==> src/sv/lir_pkg.sv <==
// ----------------------------------------------------------------------------
// Linear interpolator package
// Beat types and the side tag that travels with each item down the pipeline.
// ----------------------------------------------------------------------------
package lir_pkg;

    localparam int CoordMaxW = 32;
    localparam int ResultW   = 32;

    typedef struct packed {
        logic signed [CoordMaxW-1:0] x_query;
        logic signed [CoordMaxW-1:0] x_start;
        logic signed [CoordMaxW-1:0] x_end;
        logic signed [CoordMaxW-1:0] y_start;
        logic signed [CoordMaxW-1:0] y_end;
    } lir_item_t;

    typedef struct packed {
        logic signed [ResultW-1:0] y_value;
        logic                      clipped;
    } lir_result_t;

    typedef struct packed {
        logic neg;
        logic spec;
    } lir_tag_t;

endpackage

==> src/sv/lir_div_cell.sv <==
// ----------------------------------------------------------------------------
// Linear interpolator divider cell
// One restoring step: retires one quotient bit and hands the rest onward.
// ----------------------------------------------------------------------------
module lir_div_cell #(
    parameter int W  = 16,
    parameter int QW = 2 * W + 1
) (
    input  logic                   clk,
    input  logic                   rst_n,
    input  logic                   adv,
    input  logic                   in_valid,
    input  lir_pkg::lir_tag_t      in_tag,
    input  logic [W-1:0]           in_sv,
    input  logic [W-1:0]           in_den,
    input  logic [W-1:0]           in_rem,
    input  logic [QW-1:0]          in_num,
    input  logic [QW-1:0]          in_quo,
    output logic                   out_valid,
    output lir_pkg::lir_tag_t      out_tag,
    output logic [W-1:0]           out_sv,
    output logic [W-1:0]           out_den,
    output logic [W-1:0]           out_rem,
    output logic [QW-1:0]          out_num,
    output logic [QW-1:0]          out_quo
);
    import lir_pkg::*;

    logic              valid_reg;
    lir_tag_t          tag_reg;
    logic [W-1:0]      sv_reg;
    logic [W-1:0]      den_reg;
    logic [W-1:0]      rem_reg, rem_next;
    logic [QW-1:0]     num_reg, num_next;
    logic [QW-1:0]     quo_reg, quo_next;

    logic [W:0]        trial;
    logic [W:0]        diff;
    logic              take;

    always_comb
    begin
        trial    = {in_rem, in_num[QW-1]};
        diff     = trial - {1'b0, in_den};
        take     = trial >= {1'b0, in_den};
        rem_next = take ? diff[W-1:0] : trial[W-1:0];
        num_next = {in_num[QW-2:0], 1'b0};
        quo_next = {in_quo[QW-2:0], take};
    end

    always_ff @(posedge clk or negedge rst_n)
    begin
        if (!rst_n)
        begin
            valid_reg <= 1'b0;
        end
        else if (adv)
        begin
            valid_reg <= in_valid;
        end
    end

    always_ff @(posedge clk)
    begin
        if (adv)
        begin
            tag_reg <= in_tag;
            sv_reg  <= in_sv;
            den_reg <= in_den;
            rem_reg <= rem_next;
            num_reg <= num_next;
            quo_reg <= quo_next;
        end
    end

    assign out_valid = valid_reg;
    assign out_tag   = tag_reg;
    assign out_sv    = sv_reg;
    assign out_den   = den_reg;
    assign out_rem   = rem_reg;
    assign out_num   = num_reg;
    assign out_quo   = quo_reg;

endmodule

==> config.mk <==
export PLATFORM = sky130hd
export DESIGN_NAME = lir_div_cell
export DESIGN_NICKNAME = d
export VERILOG_FILES = /design/src/sv/lir_pkg.sv /design/src/sv/lir_div_cell.sv
export SDC_FILE = /design/constraint.sdc
export NUM_CORES = 1
export LEC_CHECK = 0
export ABC_AREA = 1
export CORE_ASPECT_RATIO = 0.9
export CORE_MARGIN = 2
export CORE_UTILIZATION = 25
export DETAILED_ROUTE_END_ITERATION = 6
export DONT_BUFFER_PORTS = 1
export PLACE_DENSITY = 0.38
export SETUP_SLACK_MARGIN = 0.4
export SYNTH_ARGS = -nofsm -noshare
export SYNTH_HDL_FRONTEND = slang
export SYNTH_SLANG_ARGS = --single-unit
==> constraint.sdc <==
create_clock -name clk -period 0.8 [get_ports clk]
set_clock_uncertainty 0.1 [all_clocks]
set_input_delay 0.2 -clock clk [delete_from_list [all_inputs] [get_ports clk]]
set_output_delay 0.2 -clock clk [all_outputs]
set_load 0.1 [all_outputs]
==> flow_metrics.py <==
metrics = {
    "yosys": {
        "syn_inst": 388,
        "syn-cell-area_um2": 4860,
        "synth_cell_type_count": 27,
        "seq_area_frac_synth_pct": 71.6,
        "syn_area_per_cell_um2": 12.5,
        "yosysWarnings": 0,
        "syn_nets": 525,
        "synth-seq-cells": 116,
    },
    "global_routing": {
        "grt_pass1_wl_um": 20500,
        "grt_max_degree": 117,
        "grt_pass1_vias": 3457,
        "grtUsageTotal_pct": 13.8,
        "antenna_found_initial": 1,
        "grt_overflow": 0,
    },
    "setup_path": {
        "cp_cell_sequence": "inv_1, ha_4, fa_2, o21bai_4, buf_6, buf_4, xor2_1, nand2_2, nand2_1",
        "end_kind": "flop",
        "cp_top_family": "adder cells",
        "slowest_delay_ns": 0.45,
        "path_class": "input pin to flop",
        "cp.required_ns": 0.87,
        "cp_slowest_cell": "fa_2",
        "worstPathArrival_ns": 1.44,
        "critPathBufInv": 3,
        "start_kind": "input pin",
        "critPathMaxFanout": 3,
    },
    "floorplan": {
        "start_util_pct": 25.4,
        "coreArea_um2": 19100,
        "rows": 48,
        "fp.dieW_um": 151,
        "dieArea_um2": 20600,
        "ios": 237,
        "die_y_um": 136,
    },
    "status": {
        "violations": "hold timing, setup timing",
        "outcome": "finished with violations",
    },
    "placement": {
        "io_buffer_count": 0,
        "hpwl_um": 10700,
        "dp_slack_ns": -1.09,
        "dpl-instance-area_um2": 7930,
        "place_congestion": 0.790,
    },
    "cells_and_area": {
        "fill_cells": 1666,
        "antenna_cells": 0,
        "multi_input_area_um2": 1580,
        "syn_to_final_growth_pct": 83.9,
        "post-route-util_pct": 46.8,
        "fin_nets": 703,
        "regArea_um2": 3480,
        "design_area_um2": 8930,
        "final_layout_size_suffix_gt1_share_pct": 54.4,
    },
    "flow_run": {
        "timing.max_cap.violations": 0,
    },
    "detailed_routing": {
        "routed_wl_um": 14300,
        "met3WireLength_um": 1390,
        "wirelength_met1_um": 5310,
        "drc_errors": 0,
        "wire_per_inst_um": 17.3,
        "topRoutingLayerUsed": "met5",
        "wl_met2_um": 7450,
        "ant_nets": 0,
        "vias": 3422,
        "drt_pass1_iterations": 4,
        "first_iter_violations": 98,
        "via_per_inst": 4.13,
    },
    "power": {
        "p_int_mw": 14.8,
        "vdd_drop_max_mv": 1.30,
        "power.share.clock_pct": 32.4,
        "p_per_area_nw_per_um2": 2590,
        "switchingPower_mw": 8.39,
        "p_total_mw": 23.2,
        "leakage_nw": 3.73,
        "p_sw_share_pct": 36.2,
        "seqPwrFrac_pct": 33.6,
        "combPwrFrac_pct": 34.0,
    },
    "clock_tree": {
        "cts_tree": "built",
        "clkSinkCount": 116,
        "insertion_delay_ns": 0.41,
        "root_buffer": "clkbuf_16",
        "clock_path_buffers": 2,
        "htree_levels": 4,
        "cts_buffers": 17,
        "hold_buffers": 1,
        "cts.reportedPaths.clkPinSlew_ns": 0.06,
    },
    "sta": {
        "rsz0062_at_grt": "true",
        "max_freq_mhz": 727,
        "hold_ws_ns": -0.217,
        "fin_crit_ns": 1.38,
        "finalHoldViolCount": 230,
        "maxSlewViolCount": 0,
        "period_share_pct": 172,
        "setup_viol": 134,
        "worst_slack_ns": -0.576,
    },
    "hold_path": {
        "worst_hold_path_type": "input pin to flop",
    },
}
metrics by stage:
| stage | TNS [ns] | std cells | hold WS, ns |
|---|---|---|---|
| 3_5_place_dp | -27.88 | 783 | -0.196 |
| 3_3_place_gp | -27.66 | 783 | -0.196 |
| 6_report | -68.77 | 829 | -0.217 |
| 5_1_grt | -74.75 | 829 | -0.249 |
| 2_1_floorplan | -60.48 | 388 | -0.196 |
| 4_1_cts | -71.47 | 822 | -0.243 |
cell usage in the layout, fill, tap and decap left out, types with 11 or more instances in the layout:
cell and count:
buf_12 117, clkbuf_16 17, edfxtp_1 115, inv_1 40, nand3_2 13, nand2_1 66, nor2_1 11, inv_2 16
nand2_2 50, ha_4 16, buf_4 41
Yosys cell counts, drive strengths merged:
| cell type | number | area (µm²) |
|---|---|---|
| a21oi | 9 | 45.0 |
| and2 | 2 | 12.5 |
| buf | 4 | 46.3 |
| conb | 1 | 3.75 |
| dfrtp | 1 | 25.0 |
| edfxtp | 115 | 3450 |
| fa | 1 | 20.0 |
| ha | 16 | 200 |
| inv | 60 | 225 |
| mux2 | 1 | 11.3 |
| nand2 | 122 | 488 |
| nand3 | 19 | 120 |
| nand3b | 2 | 15.0 |
| nand4 | 4 | 25.0 |
| nor2 | 19 | 78.8 |
| nor3 | 2 | 10.0 |
| o21ai | 2 | 10.0 |
| o21bai | 1 | 7.51 |
| or2 | 1 | 6.26 |
| xnor2 | 1 | 8.76 |
| xor2 | 5 | 43.8 |
kinds of logic (layout without fill, tap and decap cells):
group / Yosys count / count (layout) / share of synthesized area [%]
compound gates: 12 / 12 / 1.29
xor+xnor: 6 / 6 / 1.08
fa+ha+maj: 17 / 17 / 4.53
buf+inv: 64 / 255 / 5.59
flops: 116 / 116 / 71.6
mux: 1 / 1 / 0.232
other cells: 1 / 1 / 0.0772
simple gates: 171 / 171 / 15.6
layout make-up:
type                            count  share of cell area [%]
Sequential cell                   116                    39.0
Timing Repair inverter              1                   0.126
Inverter                           60                    2.77
Tap cell                          250                    3.50
Clock inverter                     15                    1.74
Timing Repair Buffer              162                    30.4
Clock buffer                       17                    4.76
Multi-Input combinational cell    208                    17.7
worst paths after layout:
| kind | end | cells after the start | from | slack [ns] |
|---|---|---|---|---|
| worst min-delay path | out_sv[8] | 0 | in_sv[8] | -0.22 |
| worst min register to register | out_valid | 1 | out_valid | 0.50 |
| min in group asynchronous | out_valid | 1 | rst_n | -0.10 |
| worst max register to register | out_valid | 1 | out_valid | -0.17 |
| worst max-delay path | out_rem[4] | 9 | in_num[32] | -0.58 |
| max in group asynchronous | out_valid | 1 | rst_n | 0.59 |
power groups by stage:
stage | Clock (mW) | Sequential (mW) | Combinational, mW
after detailed placement | 0 | 7.91 | 7.52
final | 7.50 | 7.79 | 7.88
after floorplan | 0 | 11.5 | 1.03
after CTS | 7.75 | 7.80 | 7.74
after global routing | 8.00 | 7.84 | 8.16
after global placement | 0 | 7.91 | 7.51
flip-flops by register name, summed over array words and instances (netlist names):
| signal | count |
|---|---|
| out_quo | 33 |
| out_den | 16 |
| out_sv | 16 |
| out_tag | 2 |
| out_num | 32 |
| out_valid | 1 |
| out_rem | 16 |
per-layer routing:
layer | global-route usage, % | vias to the layer above
met3 | 5.97 | 15
met5 | 0 | -
li1 | - | 1656
met1 | 15.1 | 1600
met2 | 24.2 | 149
met4 | 4.47 | 2
what timing repair did:
| item | 4_1_cts | 5_1_grt |
|---|---|---|
| setup buffers | 5 | 6 |
| cloned | 1 | 1 |
| endpoints found under the hold margin | 231 | 230 |
| resized for setup | 49 | 42 |
| pin swaps | 5 | 16 |
| setup endpoints to repair | 134 | 134 |
No activity file was read; power rests on OpenSTA's default activity.
