File: src/sv/lir_pkg.sv
// ----------------------------------------------------------------------------
// Linear interpolator package
// Beat types and the side tag that travels with each item down the pipeline.
// ----------------------------------------------------------------------------
package lir_pkg;

    localparam int CoordMaxW = 32;
    localparam int ResultW   = 32;

    typedef struct packed {
        logic signed [CoordMaxW-1:0] x_query;
        logic signed [CoordMaxW-1:0] x_start;
        logic signed [CoordMaxW-1:0] x_end;
        logic signed [CoordMaxW-1:0] y_start;
        logic signed [CoordMaxW-1:0] y_end;
    } lir_item_t;

    typedef struct packed {
        logic signed [ResultW-1:0] y_value;
        logic                      clipped;
    } lir_result_t;

    typedef struct packed {
        logic neg;
        logic spec;
    } lir_tag_t;

endpackage

File: src/sv/lir_front.sv
// ----------------------------------------------------------------------------
// Linear interpolator front end
// Four stages: differences, products, numerator sum, and magnitudes with sign.
// ----------------------------------------------------------------------------
module lir_front #(
    parameter int W  = 16,
    parameter int QW = 2 * W + 1
) (
    input  logic                   clk,
    input  logic                   rst_n,
    input  logic                   adv,
    input  logic                   in_valid,
    input  logic signed [W-1:0]    x_query,
    input  logic signed [W-1:0]    x_start,
    input  logic signed [W-1:0]    x_end,
    input  logic signed [W-1:0]    y_start,
    input  logic signed [W-1:0]    y_end,
    output logic                   out_valid,
    output lir_pkg::lir_tag_t      out_tag,
    output logic [QW-1:0]          num_mag,
    output logic [W-1:0]           den_mag,
    output logic [W-1:0]           spec_val
);
    import lir_pkg::*;

    logic                 v1_reg, v2_reg, v3_reg, v4_reg;

    logic signed [W:0]    dy1_reg, dy1_next;
    logic signed [W:0]    dxq1_reg, dxq1_next;
    logic signed [W:0]    den1_reg, den1_next;
    logic signed [W-1:0]  ys1_reg;
    logic                 spec1_reg, spec1_next;
    logic [W-1:0]         sv1_reg, sv1_next;

    logic signed [QW:0]   p1_2_reg, p1_2_next;
    logic signed [QW:0]   p2_2_reg, p2_2_next;
    logic signed [W:0]    den2_reg;
    logic                 spec2_reg;
    logic [W-1:0]         sv2_reg;

    logic signed [QW:0]   num3_reg, num3_next;
    logic signed [W:0]    den3_reg;
    logic                 spec3_reg;
    logic [W-1:0]         sv3_reg;

    logic [QW-1:0]        an4_reg, an4_next;
    logic [W-1:0]         ad4_reg, ad4_next;
    lir_tag_t             tag4_reg, tag4_next;
    logic [W-1:0]         sv4_reg;

    logic                 pick_start;
    logic signed [QW:0]   num_neg;
    logic signed [W:0]    den_neg;

    always_comb
    begin
        dy1_next   = $signed({y_end[W-1], y_end}) - $signed({y_start[W-1], y_start});
        dxq1_next  = $signed({x_query[W-1], x_query}) - $signed({x_start[W-1], x_start});
        den1_next  = $signed({x_end[W-1], x_end}) - $signed({x_start[W-1], x_start});
        pick_start = (x_start == x_end) || (y_start == y_end) || (x_query == x_start);
        spec1_next = pick_start || (x_query == x_end);
        sv1_next   = pick_start ? y_start : y_end;
    end

    always_comb
    begin
        p1_2_next = (QW+1)'(dy1_reg) * (QW+1)'(dxq1_reg);
        p2_2_next = (QW+1)'(ys1_reg) * (QW+1)'(den1_reg);
        num3_next = p1_2_reg + p2_2_reg;
    end

    always_comb
    begin
        num_neg       = -num3_reg;
        den_neg       = -den3_reg;
        an4_next      = num3_reg[QW] ? num_neg[QW-1:0] : num3_reg[QW-1:0];
        ad4_next      = den3_reg[W] ? den_neg[W-1:0] : den3_reg[W-1:0];
        tag4_next.neg  = num3_reg[QW] ^ den3_reg[W];
        tag4_next.spec = spec3_reg;
    end

    always_ff @(posedge clk or negedge rst_n)
    begin
        if (!rst_n)
        begin
            v1_reg <= 1'b0;
            v2_reg <= 1'b0;
            v3_reg <= 1'b0;
            v4_reg <= 1'b0;
        end
        else if (adv)
        begin
            v1_reg <= in_valid;
            v2_reg <= v1_reg;
            v3_reg <= v2_reg;
            v4_reg <= v3_reg;
        end
    end

    always_ff @(posedge clk)
    begin
        if (adv)
        begin
            dy1_reg   <= dy1_next;
            dxq1_reg  <= dxq1_next;
            den1_reg  <= den1_next;
            ys1_reg   <= y_start;
            spec1_reg <= spec1_next;
            sv1_reg   <= sv1_next;

            p1_2_reg  <= p1_2_next;
            p2_2_reg  <= p2_2_next;
            den2_reg  <= den1_reg;
            spec2_reg <= spec1_reg;
            sv2_reg   <= sv1_reg;

            num3_reg  <= num3_next;
            den3_reg  <= den2_reg;
            spec3_reg <= spec2_reg;
            sv3_reg   <= sv2_reg;

            an4_reg   <= an4_next;
            ad4_reg   <= ad4_next;
            tag4_reg  <= tag4_next;
            sv4_reg   <= sv3_reg;
        end
    end

    assign out_valid = v4_reg;
    assign out_tag   = tag4_reg;
    assign num_mag   = an4_reg;
    assign den_mag   = ad4_reg;
    assign spec_val  = sv4_reg;

endmodule

File: config.mk
export PLATFORM = sky130hd
export DESIGN_NAME = lir_front
export DESIGN_NICKNAME = d
export VERILOG_FILES = /design/src/sv/lir_pkg.sv /design/src/sv/lir_front.sv
export SDC_FILE = /design/constraint.sdc
export NUM_CORES = 2
export LEC_CHECK = 0
export ABC_AREA = 1
export BUFFER_PORTS_ARGS = -buffer_cell sky130_fd_sc_hd__buf_4
export CAP_MARGIN = 15
export CELL_PAD_IN_SITES_DETAIL_PLACEMENT = 1
export CELL_PAD_IN_SITES_GLOBAL_PLACEMENT = 1
export CORE_UTILIZATION = 33
export DETAILED_ROUTE_END_ITERATION = 8
export HOLD_SLACK_MARGIN = 0.06
export PLACE_DENSITY_LB_ADDON = 0.1
export SKIP_LAST_GASP = 1
export SLEW_MARGIN = 25
export SYNTH_ARGS = -nofsm -noshare
export SYNTH_HDL_FRONTEND = slang
export SYNTH_SLANG_ARGS = --single-unit
File: constraint.sdc
create_clock -name clk -period 5.3 [get_ports clk]
set_input_delay 0 -clock clk [delete_from_list [all_inputs] [get_ports clk]]
set_output_delay 0 -clock clk [all_outputs]
set_load 0.02 [all_outputs]
==> flow_summary_export.csv <==
group,metric,value,unit
die,io_pins,152,
critical_path,path_cells,"buf_12 -> nand2_4 -> inv_2 -> fa_1 -> inv_2 -> fa_1 -> inv_2 -> fa_1 -> fa_1 -> fa_1 -> inv_2 -> fa_1 -> inv_2 -> ha_4 -> nand2_4 -> inv_4 -> a21oi_4 -> inv_2 -> a21oi_4 -> nand2_4 -> nand2_2 -> nand2_1 -> nand2_1 -> nand2_2",
synth,yosysSeqAreaShare,24.6,%
routing,routed_wl,123,mm
synth,synth_warnings,0,
run_status,status,"complete, but fails checks",
global_routing,grt_max_degree,171,
sta,whs,0.0932,ns
synth,synth_common_cells,"1225 x nand2_1, 1207 x inv_1, 576 x fa_1",
die,rows,126,
die,initial_core_util,33.4,%
synth,netlist.area_leader.share,29.2,%
die,fp.dieW,348,um
synth,synth_area_per_cell,8.44,um^2
die,core_area,118000,um^2
flow_run,cap_violations,0,
sta,setup_viol,39,
sta,max_slew_margin,30.5,%
sta,final_hold_viol_count,0,
synth,syn_area,39500,um^2
clock_tree,cts_max_path_buffers,3,
global_routing,grt_use_total,20.9,%
sta,max_freq,0.182,GHz
critical_path,cp.required,5.64,ns
synth,synth_edf_count,320,
finish,synthToLayoutAreaGrowth,29.1,%
hold_path,hp-class,"in2reg",
clock_tree,clock_sinks,324,
place,gp_congestion,0.880,
global_routing,grt_pass1_vias,35200,
synth,synth.largest_area_cell,"fa_1",
synth,synth-main-ff-cell,"edfxtp_1",
sta,worst_pin_slew,1.04,ns
finish,layout-drive-gt1-share,23.5,%
clock_tree,clk_latency,0.59,ns
routing,num_vias,31500,
global_routing,grt_pass1_wl,196,mm
place,post_dp_cell_area,45400,um^2
place,port_buffers,151,
clock_tree,cts_max_level,2,
synth,ys_top_cells_by_area,"fa_1 29%, edfxtp_1 24%, nand2_1 12%",
critical_path,worst_path_largest_cell_delay,0.55,ns
global_routing,grt_overflow,0,
sta,finalCriticalPeriod,5.49,ns
clock_tree,numCtsBuffers,41,
sta,fin_skew,0.0236,ns
clock_tree,cts_tree,"done",
critical_path,critical_path.max_fanout,4,
synth,ys_types,45,
place,hpwlAfterDp,103,mm
routing,post_drt_wl_per_cell,17.9,um
finish,nNetsFinal,6160,
die,die_area,121000,um^2
synth,ys_ff_latch,324,
sta,drv_slew,0,
critical_path,cp-start-kind,"register",
sta,period_share,103,%
critical_path,endpoint_kind,"register",
routing,first_pass_iters,5,
synth,async_flop_share,1.23,%
synth,syn_nets,5592,
run_status,violations,"setup timing",
routing,dr.first_iter.drc_count,1208,
critical_path,worst-setup-path-type,"reg2reg",
sta,fin_ws,-0.185,ns
critical_path,critPathArrivalTime,5.82,ns
die,die_h,348,um
clock_tree,path_clk_slew,0.06,ns
routing,routed_via_density,4.58,
sta,rsz0062_at_grt,"yes",
synth,syn_inst,4680,
routing,ant_nets,0,
synth,synth_most_common_cell,"nand2_1",
clock_tree,ctsRootBufferMaster,"clkbuf_16",
global_routing,antenna_found_initial,5,
finish,stdcell_area,51000,um^2
critical_path,slowest_stage,"fa_1",
routing,drc,0,
-- metrics by stage --
| stage | TNS (ns) | util [%] | setup slack, ns | std cells |
|---|---|---|---|---|
| finish | -3.80 | 43.1 | -0.185 | 6881 |
| global route | -11.88 | 43.1 | -0.398 | 6880 |
| CTS | -4.40 | 41.9 | -0.175 | 6844 |
| detailed placement | -15.15 | 38.3 | -0.494 | 6643 |
| global placement | -13.70 | 38.3 | -0.439 | 6643 |
| floorplan | -0.00136 | - | -0.00136 | 4680 |
-- layout by cell type (no fill, tap or decap), types with 8 or more instances in the layout --
| cell type | netlist | final |
|---|---|---|
| a21oi_1 | 147 | 101 |
| a21oi_2 | 0 | 28 |
| a21oi_4 | 0 | 18 |
| buf_12 | 1 | 60 |
| buf_4 | 1 | 458 |
| buf_6 | 1 | 66 |
| clkbuf_16 | 0 | 44 |
| clkinv_2 | 0 | 8 |
| dlygate4sd3_1 | 0 | 70 |
| edfxtp_1 | 320 | 320 |
| fa_1 | 576 | 524 |
| fa_2 | 0 | 52 |
| ha_1 | 252 | 200 |
| ha_4 | 0 | 48 |
| inv_1 | 1207 | 1107 |
| inv_2 | 9 | 101 |
| nand2_1 | 1225 | 1087 |
| nand2_2 | 27 | 115 |
| nand2_4 | 3 | 48 |
| nand3_1 | 152 | 136 |
| nand3_2 | 0 | 14 |
| nand4_1 | 44 | 44 |
| nor2_1 | 223 | 166 |
| nor2_2 | 3 | 30 |
| nor2_4 | 5 | 35 |
| nor3_1 | 32 | 19 |
| nor3_2 | 6 | 13 |
| nor4_1 | 11 | 10 |
| o21ai_0 | 67 | 46 |
| o21ai_1 | 12 | 16 |
| o21ai_2 | 2 | 15 |
| o21bai_1 | 25 | 21 |
| or2_2 | 12 | 9 |
| xnor2_1 | 33 | 31 |
| xor2_1 | 110 | 99 |
| xor2_2 | 0 | 10 |
-- timing repair --
action | CTS | global route
hold endpoints to repair | 168 | 0
cloned | 2 | 1
pin swaps | 201 | 210
setup endpoints to repair | 46 | 47
hold buffers | 70 | 0
resized for setup | 433 | 318
buffers inserted | 56 | 42
-- critical path, delay by kind of cell (launching register included) --
kind | cells | cell delay, ns
buf+inv | 8 | 0.47
compound gates | 2 | 0.32
simple gates | 7 | 0.57
flops | 1 | 0.43
fa+ha+maj | 7 | 3.43
-- final cells by class --
| type | instances | area [um^2] |
|---|---|---|
| repair buffers | 660 | 6200 |
| clock inverters | 24 | 200 |
| clock buffers | 51 | 1140 |
| multi-input cells | 3005 | 27200 |
| flip-flops and latches | 324 | 9710 |
| diodes | 1 | 2.50 |
| well taps | 1600 | 2000 |
| inverters | 1216 | 4590 |
| fillers | 13700 | 67400 |
-- layer usage --
metal,global-route usage [%],vias up,wire [um]
met5,0,-,15
met4,6.16,2,3900
met3,2.01,164,3250
met2,36.2,433,59700
met1,27.6,15800,56500
li1,-,15100,-
-- cells by family (layout without fill, tap and decap cells) --
kind of cell | Yosys count | in the layout | synth area share (%)
other | 0 | 1 | 0
AO/OA/AOI/OAI | 277 | 277 | 3.87
buffers and inverters | 1351 | 1951 | 12.9
XOR/XNOR | 143 | 143 | 3.17
flip-flops | 324 | 324 | 24.6
adder cells (fa/ha/maj) | 828 | 828 | 37.2
AND/OR/NAND/NOR | 1757 | 1757 | 18.3
-- worst paths after layout --
path	from	endpoint	slack, ns	cells after the start
min reg2reg	sv3_reg[3]	spec_val[3]	0.41	0
max reg2reg	ys1_reg[12]	p2_2_reg[20]	-0.19	24
max in group asynchronous	rst_n	v3_reg	4.77	3
min in group asynchronous	rst_n	v2_reg	0.35	3
max	ys1_reg[12]	p2_2_reg[20]	-0.19	24
min	x_query[2]	dxq1_reg[2]	0.09	3
Power is left out: the tool's default activity adds up to more than one toggle a clock period on the data nets, which glitch-free logic cannot reach.
