## config.mk

```make
export PLATFORM = sky130hd
export DESIGN_NAME = lir_back
export DESIGN_NICKNAME = d
export VERILOG_FILES = /design/src/sv/lir_pkg.sv /design/src/sv/lir_back.sv
export SDC_FILE = /design/constraint.sdc
export NUM_CORES = 1
export LEC_CHECK = 0
export BUFFER_PORTS_ARGS = -buffer_cell sky130_fd_sc_hd__buf_2
export CORE_MARGIN = 1.5
export CORE_UTILIZATION = 35
export CTS_BUF_LIST = sky130_fd_sc_hd__clkbuf_4 sky130_fd_sc_hd__clkbuf_8 sky130_fd_sc_hd__clkbuf_16
export DETAILED_ROUTE_END_ITERATION = 6
export PLACE_DENSITY = 0.67
export SLEW_MARGIN = 20
export SYNTH_ARGS = -nofsm -noshare
export SYNTH_HDL_FRONTEND = slang
export SYNTH_SLANG_ARGS = --single-unit
```

## constraint.sdc

```tcl
create_clock -name clk -period 5.05 [get_ports clk]
set_clock_uncertainty 0.15 [all_clocks]
set_input_delay 0.505 -clock clk [delete_from_list [all_inputs] [get_ports clk]]
set_output_delay 0.505 -clock clk [all_outputs]
set_load 0.01 [all_outputs]
```

## src/sv/lir_pkg.sv

```systemverilog
// ----------------------------------------------------------------------------
// Linear interpolator package
// Beat types and the side tag that travels with each item down the pipeline.
// ----------------------------------------------------------------------------
package lir_pkg;

    localparam int CoordMaxW = 32;
    localparam int ResultW   = 32;

    typedef struct packed {
        logic signed [CoordMaxW-1:0] x_query;
        logic signed [CoordMaxW-1:0] x_start;
        logic signed [CoordMaxW-1:0] x_end;
        logic signed [CoordMaxW-1:0] y_start;
        logic signed [CoordMaxW-1:0] y_end;
    } lir_item_t;

    typedef struct packed {
        logic signed [ResultW-1:0] y_value;
        logic                      clipped;
    } lir_result_t;

    typedef struct packed {
        logic neg;
        logic spec;
    } lir_tag_t;

endpackage

```

## src/sv/lir_back.sv

```systemverilog
// ----------------------------------------------------------------------------
// Linear interpolator back end
// Rounds the quotient half away from zero, then applies sign and saturation.
// ----------------------------------------------------------------------------
module lir_back #(
    parameter int W  = 16,
    parameter int QW = 2 * W + 1
) (
    input  logic                   clk,
    input  logic                   rst_n,
    input  logic                   adv,
    input  logic                   in_valid,
    input  lir_pkg::lir_tag_t      in_tag,
    input  logic [W-1:0]           in_sv,
    input  logic [W-1:0]           in_den,
    input  logic [W-1:0]           in_rem,
    input  logic [QW-1:0]          in_quo,
    output logic                   out_valid,
    output lir_pkg::lir_result_t   out_result
);
    import lir_pkg::*;

    localparam int SW = (QW + 1 > ResultW + 1) ? QW + 1 : ResultW + 1;
    localparam logic [SW-1:0] LimPos = SW'(32'h7FFF_FFFF);
    localparam logic [SW-1:0] LimNeg = SW'(32'h8000_0000);

    logic              v1_reg, v2_reg;
    logic [QW:0]       qr_reg, qr_next;
    lir_tag_t          tag1_reg;
    logic [W-1:0]      sv1_reg;
    lir_result_t       res_reg, res_next;

    logic              round_up;
    logic [SW-1:0]     qx;

    always_comb
    begin
        round_up = {in_rem, 1'b0} >= {1'b0, in_den};
        qr_next  = {1'b0, in_quo} + {{QW{1'b0}}, round_up};
    end

    always_comb
    begin
        qx       = SW'(qr_reg);
        res_next = '0;
        if (tag1_reg.spec)
        begin
            res_next.y_value = {{(ResultW - W){sv1_reg[W-1]}}, sv1_reg};
            res_next.clipped = 1'b0;
        end
        else if (tag1_reg.neg)
        begin
            if (qx > LimNeg)
            begin
                res_next.y_value = 32'sh8000_0000;
                res_next.clipped = 1'b1;
            end
            else
            begin
                res_next.y_value = -qx[ResultW-1:0];
                res_next.clipped = 1'b0;
            end
        end
        else
        begin
            if (qx > LimPos)
            begin
                res_next.y_value = 32'sh7FFF_FFFF;
                res_next.clipped = 1'b1;
            end
            else
            begin
                res_next.y_value = qx[ResultW-1:0];
                res_next.clipped = 1'b0;
            end
        end
    end

    always_ff @(posedge clk or negedge rst_n)
    begin
        if (!rst_n)
        begin
            v1_reg <= 1'b0;
            v2_reg <= 1'b0;
        end
        else if (adv)
        begin
            v1_reg <= in_valid;
            v2_reg <= v1_reg;
        end
    end

    always_ff @(posedge clk)
    begin
        if (adv)
        begin
            qr_reg   <= qr_next;
            tag1_reg <= in_tag;
            sv1_reg  <= in_sv;
            res_reg  <= res_next;
        end
    end

    assign out_valid  = v2_reg;
    assign out_result = res_reg;

endmodule

```

==> metrics, run 1 <==
Worst Path Required=4980 ps; maximum VDD drop=roughly 0.16 mV; fraction of layout cells with a size suffix above 1=25.4%; R2R setup slack=approximately 1800 ps; Post-Synth XOR/XNOR Area=just under 8%; Cell Area, Synth=roughly 5000 um^2; Mean Syn Cell Area=around 10 um^2; Setup Viol. Count Final=0; Max H-tree Level=3; hpwl dp=a little over 9000 um; Num CTS Buffers=9; R2R depth=8; Final min period=roughly 3500 ps; Post-Syn Nets=~590; initial antenna violation count=0; Fin Setup TNS=0 ps; setup bufs post-CTS=0; drt pass-1 iters=5; reg2reg end=out_result[31]$_DFFE_PP_; Worst slew margin=30.0%; Total GRT Usage=16.3%; RSZ-0062 raised after global routing=false; hold path depth=1; Clk pin slew, worst setup/hold paths=about 60 ps; setup slack at placement=around 1300 ps; CP Launch Type=input pin; Finished Cell Area=just over 6000 um^2; Setup CP Type=in2reg; max_cap viols=0; Async SR Flop Fraction=under 10%; number of antenna cells inserted=0; first-pass GRT wire length=between 15000 and 20000 um; Yosys cell types=a little over 50; largest family of logic cells by synthesized area=simple AND/OR/NAND/NOR gates; floorplan core area=between 10000 and 15000 um^2; Layout Nets=between 700 and 800; maximum clock frequency=286 MHz; endpoint class of the critical path=flip-flop; Crit Path Max Fanout=6; largest net degree at the start of global routing=between 50 and 60; drt wl/cell=15.3 um; Hold Path Class=in2reg; port bufs=120; Filler cells=1337; Gate Count Post-Synth=483; Placer Congestion=between 0.8 and 0.9; vias per inst=approximately 5.2; Final Util=between 40% and 50%; Final Hold Fails=0; Final ANT Viol Nets=0; Worst Max-Slew Pin Slew=about 1100 ps; crit path from=in_den[1]; fin crit share=69.3%; die extent in x=~120 um; sequential area share after synthesis=~52%; Reg2Reg Launch Point=qr_reg[1]$_DFFE_PP_; compound-gate portion of the synthesized area=between 10% and 20%; synth warn=0; overall die height=122 um; initial DRC count=~280; Hold Startpoint=in_tag[0]; Hold Crit Endpoint=tag1_reg[0]$_DFFE_PP_; Placed Area=~5700 um^2; Main synth FF type=edfxtp_1; status=completed; Starting Density=between 30 and 40%; CTS tree=yes; Layout area overhead=22.3%; CP arrival=3430 ps; Largest register FFs=34; power per cell area=between 300 and 400 nW/um^2; Detailed Route WL=~12000 um; via count=4071; total die area=approximately 15000 um^2; fin. max-slew vios=0; I/O pins=around 120; vias in the first global route=roughly 4000; Pleak=~2.4 nW; simple-gate share of the synthesized area=about a fifth; Clock Latency Late Sink=roughly 340 ps; DRC viols=0; clock tree sinks=87; CTS root buf=clkbuf_16; Post-synth EDFFs=between 80 and 90; Seq cells post-synth=87; Adder-Cell Fraction of Synth Area=~4.5%; CTS max path bufs=2; GRT overflow=0; mux cell area share after synthesis=less than 1%; row cnt=43; final worst slack=between 1500 and 2000 ps
## placed cells by master, fill, tap and decap left out, types with 3 or more instances in the layout
cell	synthesis	routed
buf_2	4	119
edfxtp_1	85	85
nor2_1	63	63
nand2_1	39	39
xnor2_1	32	32
inv_1	26	26
nand3_1	25	25
nor3_1	25	25
a21oi_1	22	22
ha_1	18	18
o21ai_0	17	17
xor2_1	13	13
nor4_1	11	11
o22ai_1	9	9
a31oi_1	9	9
clkbuf_16	0	9
a21o_1	7	7
nand4_1	6	6
or3_1	6	6
a211oi_1	4	4
and3_1	4	4
or2_2	4	4
o31ai_1	4	4
and4_1	3	3
or4_1	3	3
## Yosys cell counts (2+ instances only)
cell	n	area, um^2
a211oi_1	4	30.0
a21o_1	7	52.6
a21oi_1	22	110
a221oi_1	2	17.5
a31oi_1	9	56.3
and3_1	4	25.0
and4_1	3	26.3
buf_2	4	20.0
clkbuf_1	9	33.8
dfrtp_1	2	50.1
edfxtp_1	85	2550
ha_1	18	225
inv_1	26	97.6
mux2_2	2	22.5
nand2_1	39	146
nand2b_1	2	12.5
nand3_1	25	125
nand4_1	6	37.5
nand4_2	2	25.0
nor2_1	63	236
nor2b_1	2	12.5
nor3_1	25	125
nor4_1	11	68.8
o211ai_1	2	15.0
o21ai_0	17	85.1
o221a_2	2	22.5
o22ai_1	9	56.3
o31ai_1	4	30.0
or2_2	4	25.0
or3_1	6	37.5
or4_1	3	22.5
or4_4	2	22.5
xnor2_1	32	280
xor2_1	13	114
## repair_timing
| action | in CTS | in global routing |
|---|---|---|
| hold endpoints to repair | 2 | 0 |
| resized for setup | 0 | 0 |
| hold buffers | 1 | 0 |
## routing by layer
layer / up-vias / track usage [%] / share of wire (%)
li1: 2021 / - / -
met1: 1883 / 21.1 / 46
met2: 156 / 26.1 / 45
met3: 11 / 4.23 / 7.5
met4: 0 / 6.03 / 1.3
met5: - / 0 / 0
## report_power, final
| part | switching (mW) | internal (mW) |
|---|---|---|
| clock network | 0.255 | 0.459 |
| registers | 0.0511 | 0.871 |
| logic | 0.144 | 0.110 |
## per-stage QoR
| stage | hold slack, ps | cells | total power, mW |
|---|---|---|---|
| floorplan | 59.4 | 483 | 1.06 |
| detailed placement | 141 | 769 | 1.19 |
| finish | 190 | 786 | 1.89 |
| global placement | 139 | 769 | 1.18 |
| CTS | 178 | 786 | 1.91 |
| global route | 174 | 786 | 1.97 |
## how the worst max path moves through the flow
stage	slack, ps	end
after floorplan	1590	qr_reg[28]$_DFFE_PP_
after global placement	1440	qr_reg[28]$_DFFE_PP_
after detailed placement	1260	qr_reg[28]$_DFFE_PP_
after CTS	1630	qr_reg[28]$_DFFE_PP_
after global routing	1360	qr_reg[28]$_DFFE_PP_
final	1550	qr_reg[28]$_DFFE_PP_
## critical path, stage by stage
cell and delay [ps]:
buf_2 80, inv_1 30, ha_1 250, nor2b_1 200, nand3_1 120, nor4_1 280
a211o_1 150, a211oi_1 70, nand2_1 70, ha_1 190, ha_1 220, and3_1 260
nand2_1 140, or2_2 380, or3_1 340, xnor2_1 140
## layout make-up
cell class                      count  area [um^2]  area share [%]
Multi-Input combinational cell    355         2210            36.3
Tap cell                          180          225            3.70
Sequential cell                    87         2600            42.7
Clock buffer                       11          253            4.15
Inverter                           26         97.6            1.60
Clock inverter                      5         80.1            1.31
Timing Repair Buffer              122          621            10.2
## kinds of logic (layout without fill, tap and decap cells)
family                     after synthesis  after routing
DFF                                     87             87
xor gates and xnor gates                45             45
buffers and inverters                   41            164
and+or+nand+nor                        203            203
muxes                                    2              2
adders and majority gates               18             18
AOI/OAI and AO/OA                       87             87
Power figures use the tool's default switching activity.
==> run 2, diff against run 1 <==
ABC_AREA = 1   (was default)
clock period = 3.4 ns   (was 5.05 ns; I/O delays follow)
==> run 2 against run 1 <==
First-iteration DRC count decreased by 46%. Count of clock-buffer cells in the layout decreased by 2. Highest routed layer unchanged. Worst setup slack got worse by 1100 ps. Via count increased by 15%. Sequential power increased by 48%. Area after synthesis increased by 9.7%. Combinational power increased by 71%. Non-clock buffer count increased by 4. Synthesized cell count increased by 35%. Global-route usage about the same. Final cell count increased by 23%.
==> metrics, run 2 <==
Async SR Flop Fraction=2.30% (unchanged); Post-synth EDFFs=85 (unchanged); Starting Density=35.9% (+0.049 points); Num CTS Buffers=9 (unchanged); fraction of layout cells with a size suffix above 1=20.4% (-5.0 points); most common cell after layout, fill and taps aside=nand2_1; hold path depth=1 (unchanged); Hold Startpoint=in_sv[6]; clock tree sinks=87 (unchanged); Placed Area=6250 um^2 (+8.7%); maximum clock frequency=between 300 and 400 MHz; vias in the first global route=4359 (+10%); area leader, netlist=edfxtp_1; Setup CP Type=in2reg; largest family of logic cells by synthesized area=simple AND/OR/NAND/NOR gates; Tot Pwr=2.68 mW (+42%); Hold Path Class=in2reg; Total GRT Usage=16.3% (+0.023 points); CTS max path bufs=2 (unchanged); Pleak=2.76 nW (+16%); Yosys cell types=33 (-35%); power per cell area=409 nW/um^2 (+32%); Max H-tree Level=3 (unchanged); fin. max-slew vios=0 (unchanged); Main synth FF type=edfxtp_1; Final Hold Fails=0 (unchanged); DRC viols=0 (unchanged); Crit Path Max Fanout=4 (-2); multi-input logic area=2580 um^2 (+17%); die extent in x=128 um (+4.6%); I/O pins=121 (unchanged); status=completed; Worst Path Required=3350 ps (-1630 ps); top post-synthesis cells by area=edfxtp_1 (47%), nand2_1 (11%), nor2_1 (6.6%); fin crit share=roughly 87%; Worst slew margin=58.2% (+28 points); Layout Nets=878 (+24%); Placer Congestion=0.886 (-1.1%); Final ANT Viol Nets=0 (unchanged); CP arrival=2920 ps (-510 ps); Clk pin slew, worst setup/hold paths=60 ps (about the same); total die area=16400 um^2 (+9.4%); Setup Viol. Count Final=0 (unchanged); Finished Cell Area=6550 um^2 (+7.6%); max_cap viols=0 (unchanged); GRT overflow=0 (unchanged); critical path's largest stage delay=280 ps (-100 ps); Post-Syn Nets=756 (+29%); CP delay by family, top=simple AND/OR/NAND/NOR gates; Filler cells=1569 (+17%); via count=4689 (+15%); number of antenna cells inserted=0 (unchanged); most common cell in the synthesized netlist=nand2_1; Fin Hold WS=15.0 ps (-175 ps); drt pass-1 iters=4 (-1); setup slack at placement=56.3 ps (-1200 ps); overall die height=128 um (+4.6%); synth warn=0 (unchanged); port bufs=120 (unchanged); Register Area=2600 um^2 (unchanged); R2R setup slack=720 ps (-1050 ps); Detailed Route WL=12900 um (+7.0%); Adder-Cell Fraction of Synth Area=4.12% (-0.40 points); Reg2Reg Launch Point=qr_reg[0]$_DFFE_PP_; floorplan core area=15200 um^2 (+9.5%); Placed Instances=948 (+23%); fin cells=966 (+23%); Clock Latency Late Sink=350 ps (about the same); CTS root buf=clkbuf_16; share of the synthesized area in the top cell type=46.7% (-4.5 points); Fin Setup TNS=0 ps (unchanged); Largest register FFs=34 (unchanged); mux cell area share after synthesis=0% (-0.45 points); Layout area overhead=19.9%; Final min period=~3000 ps; initial DRC count=152 (-46%); Cell Area, Synth=5460 um^2 (+9.7%); R2R depth=11 (+3); Worst Max-Slew Pin Slew=625 ps (-425 ps); drt wl/cell=13.3 um (-13%); CP Buf/Inv Count=4 (+2); reg2reg end=out_result[20]$_DFFE_PP_; final worst slack=432 ps (-1120 ps); Hold Crit Endpoint=sv1_reg[6]$_DFFE_PP_; sequential area share after synthesis=47.6% (-4.6 points); first-pass GRT wire length=20900 um (+9.9%); Slowest-stage cell, CP=ha_1; top cells by count, synth=nand2_1 (166), nor2_1 (96), edfxtp_1 (85); row cnt=45 (+4.7%); Mean Syn Cell Area=8.39 um^2 (-19%); Post-Synth XOR/XNOR Area=7.37% (-0.54 points); Final Util=43.1% (-0.78 points); Worst path most repeated cell=nand3_1; RSZ-0062 raised after global routing=false; largest net degree at the start of global routing=90 (+61%); setup bufs post-CTS=0 (unchanged); compound-gate portion of the synthesized area=6.69% (-4.8 points); CTS tree=yes; endpoint class of the critical path=flip-flop; worst-path cell chain=buf_2 > inv_1 > ha_1 > inv_1 > nor3_1 > o21ai_0 > o311ai_0 > nand2_1 > o211ai_1 > ha_1 > ha_1 > nand3_1 > nor2_1 > nand3_1 > inv_2 > nand3_1 > nor2_2 > nand3_1 > xnor2_1; simple-gate share of the synthesized area=29.1% (+9.0 points); Seq cells post-synth=87 (unchanged); initial antenna violation count=0 (unchanged); CP Launch Type=input pin; hpwl dp=10000 um (+8.8%); vias per inst=4.85 (-6.3%); Gate Count Post-Synth=651 (+35%); commonest non-fill, non-tap cells in the layout=nand2_1 (166), buf_2 (119), nor2_1 (96); maximum VDD drop=0.182 mV (+10%)
-- run 2: cell types whose count changed after synthesis, moves of 11 or more --
cell,delta
nand2_1,+127
nor2_1,+33
nand3_1,+26
inv_1,+24
a21oi_1,+14
xor2_1,+14
xnor2_1,-13
nand4_1,+11
nor3_1,-11
-- run 2: where the power goes --
group          total (mW)  switching (mW)  internal, mW
Combinational       0.432           0.264         0.168
Sequential           1.36          0.0646          1.29
Clock               0.894           0.399         0.495
Total                2.68           0.728          1.95
-- run 2: timing repair --
action / 4_1_cts / 5_1_grt
endpoints found under the hold margin: 2 / 0
hold buffers: 1 / 0
resized for setup: 0 / 0
-- run 2: area by class of cell --
class / instances / share of cell area, %
Multi-Input combinational cell: 496 / 39.4
Clock buffer: 9 / 3.44
Inverter: 53 / 3.04
Clock inverter: 7 / 0.725
Timing Repair Buffer: 126 / 10.1
Sequential cell: 87 / 39.7
Tap cell: 188 / 3.59
-- run 2: worst max path at each step --
stage / start / endpoint / slack (ps) / cells after the start
2_1_floorplan: in_den[8] / qr_reg[32]$_DFFE_PP_ / 510 / 18
3_3_place_gp: in_den[8] / qr_reg[32]$_DFFE_PP_ / 180 / 19
3_5_place_dp: in_den[8] / qr_reg[32]$_DFFE_PP_ / 60 / 19
4_1_cts: in_den[8] / qr_reg[32]$_DFFE_PP_ / 410 / 19
5_1_grt: in_den[8] / qr_reg[24]$_DFFE_PP_ / 40 / 19
6_report: in_den[8] / qr_reg[32]$_DFFE_PP_ / 430 / 19
-- run 2: cell families (layout without fill, tap and decap cells) --
| group | after synthesis | after routing |
|---|---|---|
| buffers and inverters | 68 | 195 |
| adder cells (fa/ha/maj) | 18 | 18 |
| flip-flops | 87 | 87 |
| XOR/XNOR | 46 | 46 |
| AND/OR/NAND/NOR | 364 | 364 |
| AO/OA/AOI/OAI | 68 | 68 |
-- run 2: worst register-to-register path, delay by kind of cell, from the launching register on --
kind / cells / cell delay [ps]
compound gates: 1 / 430
simple gates: 7 / 750
buf+inv: 2 / 480
fa+ha+maj: 1 / 330
flops: 1 / 400
-- run 2: per-layer routing --
metal | track usage (%) | vias to the layer above | wire (um)
met5 | 0 | - | 0
met4 | 7.67 | 0 | 313
met3 | 2.63 | 19 | 644
met2 | 24.8 | 116 | 5680
met1 | 22.7 | 2111 | 6230
li1 | - | 2443 | -
==> run 3, diff against run 2 <==
clock period = 3.75 ns   (was 3.4 ns; I/O delays follow)
==> run 3 against run 2 <==
Register-to-register slack improved by 260 ps. Final cell count fell by 0.31%. Die area stayed put. Global-route usage is 0.25 points lower. Worst hold slack improved by 41 ps. Worst setup slack gained 380 ps. Count of clock-buffer cells in the layout did not move.
==> metrics, run 3 (synthesis gave the netlist of run 2 again) <==
die extent in x=128 um (unchanged); Num CTS Buffers=9 (unchanged); Max H-tree Level=3 (unchanged); R2R depth=9 (-2); Total GRT Usage=16.0% (-0.25 points); Worst path most repeated cell=nand3_1; Setup Viol. Count Final=0 (unchanged); vias in the first global route=4233 (-2.9%); post-CTS resize count=0 (unchanged); floorplan core area=15200 um^2 (unchanged); initial DRC count=216 (+42%); I/O pins=121 (unchanged); crit path from=in_den[8]; via count=4629 (-1.3%); Largest register FFs=34 (unchanged); DRC viols=0 (unchanged); clock tree sinks=87 (unchanged); CTS tree=yes; Final min period=a little under 3000 ps; maximum VDD drop=0.164 mV (-9.9%); Fin Hold WS=56.3 ps (+41.3 ps); vias per inst=4.81 (-0.97%); port bufs=120 (unchanged); Fin Setup TNS=0 ps (unchanged); reg2reg end=out_result[32]$_DFFE_PP_; worst-path cell chain=buf_2 > inv_1 > ha_1 > inv_1 > nor3_1 > o21ai_0 > o311ai_0 > nand2_1 > o211ai_1 > ha_1 > ha_1 > nand3_1 > nor2_1 > nand3_1 > inv_2 > nand3_1 > nor2_2 > nand3_1 > xnor2_1; Worst slew margin=30.9% (-27 points); initial antenna violation count=0 (unchanged); CTS root buf=clkbuf_16; hpwl dp=9910 um (-0.95%); drt pass-1 iters=4 (unchanged); fraction of layout cells with a size suffix above 1=20.1% (-0.31 points); commonest non-fill, non-tap cells in the layout=nand2_1 (166), buf_2 (119), nor2_1 (96); GRT overflow=0 (unchanged); CP Launch Type=input pin; Pleak=2.76 nW (-0.19%); R2R setup slack=980 ps (+260 ps); largest net degree at the start of global routing=90 (unchanged); critical path's largest stage delay=280 ps (about the same); Worst Max-Slew Pin Slew=1040 ps (+411 ps); total die area=16400 um^2 (unchanged); Final Hold Fails=0 (unchanged); overall die height=128 um (unchanged); Detailed Route WL=12700 um (-0.91%); setup slack at placement=412 ps (+356 ps); Filler cells=1545 (-1.5%); CP endpoint=qr_reg[32]$_DFFE_PP_; Tot Pwr=2.47 mW (-7.7%); Placer Congestion=0.891 (+0.65%); fin crit share=about four fifths; Final ANT Viol Nets=0 (unchanged); power per cell area=378 nW/um^2 (-7.6%); Clock Latency Late Sink=340 ps (about the same); number of antenna cells inserted=0 (unchanged); most common cell after layout, fill and taps aside=nand2_1; Starting Density=35.9% (unchanged); Hold Path Class=in2reg; CP arrival=2890 ps (-30 ps); Crit Path Max Fanout=4 (unchanged); row cnt=45 (unchanged); max_cap viols=0 (unchanged); first-pass GRT wire length=20500 um (-1.9%); maximum clock frequency=340 MHz; CTS max path bufs=2 (unchanged); Setup CP Type=in2reg; Final Util=43.0% (-0.091 points); fin. max-slew vios=0 (unchanged); Worst Path Required=3700 ps (+350 ps); Slowest-stage cell, CP=ha_1; Clk pin slew, worst setup/hold paths=60 ps (about the same); status=completed; Layout area overhead=19.7%; Reg2Reg Launch Point=qr_reg[0]$_DFFE_PP_; Layout Nets=876 (-0.23%); RSZ-0062 raised after global routing=false; final worst slack=810 ps (+378 ps); endpoint class of the critical path=flip-flop; drt wl/cell=13.2 um (-0.60%)
## run 3: cell count changes in the layout (fill, tap and decap cells not counted)
cell	previous run	this run
inv_6	2	1
clkinvlp_4	1	0
bufinv_16	0	1
buf_4	5	4
buf_12	1	0
## run 3: what timing repair did
action                                 in CTS  in global routing
hold buffers                                1                  0
buffers inserted                            0                  0
endpoints found under the hold margin       2                  0
## run 3: routing by layer
layer  vias up  GRT usage, %  wire length (um)
met2       135          25.0              5660
met1      2058          22.0              6100
met5         -             0                 0
li1       2425             -                 -
met3        11          3.55               793
met4         0          5.75               183
## run 3: worst min path at each step
stage | startpoint | end | slack (ps) | depth (start not counted)
5_1_grt | in_sv[4] | sv1_reg[4]$_DFFE_PP_ | 40 | 1
4_1_cts | in_sv[6] | sv1_reg[6]$_DFFE_PP_ | 40 | 1
2_1_floorplan | rst_n | out_valid$_DFFE_PN0P_ | -70 | 0
3_5_place_dp | rst_n | v1_reg$_DFFE_PN0P_ | 10 | 1
6_report | in_sv[3] | sv1_reg[3]$_DFFE_PP_ | 60 | 1
3_3_place_gp | rst_n | v1_reg$_DFFE_PN0P_ | 10 | 1
## run 3: area by class of cell
type                    instances  area (um^2)  area share, %
well taps                     188          235           3.60
clock buffers                   9          225           3.44
repair buffers                124          636           9.72
inverters                      53          199           3.04
clock inverters                 6         61.3          0.937
multi-input cells             496         2580           39.5
flip-flops and latches         87         2600           39.8
## run 3: critical path, delay by kind of cell
kind                       cells  cell delay, ps
adders and majority gates      3             660
and+or+nand+nor                8            1130
AOI/OAI and AO/OA              3             350
buffers and inverters          4             240
xor gates and xnor gates       1             130
## run 3: stage by stage
step,instance area (um^2),std cells
floorplan,5460,651
global placement,6240,947
detailed placement,6240,947
CTS,6540,963
global route,6540,963
finish,6540,963
## run 3: power breakdown
group / leakage (nW) / internal [mW] / total, mW / switching, mW
combinational: 1.76 / 0.149 / 0.386 / 0.237
clock: 0.143 / 0.510 / 0.857 / 0.347
sequential: 0.855 / 1.17 / 1.23 / 0.0587
total: 2.76 / 1.83 / 2.47 / 0.643
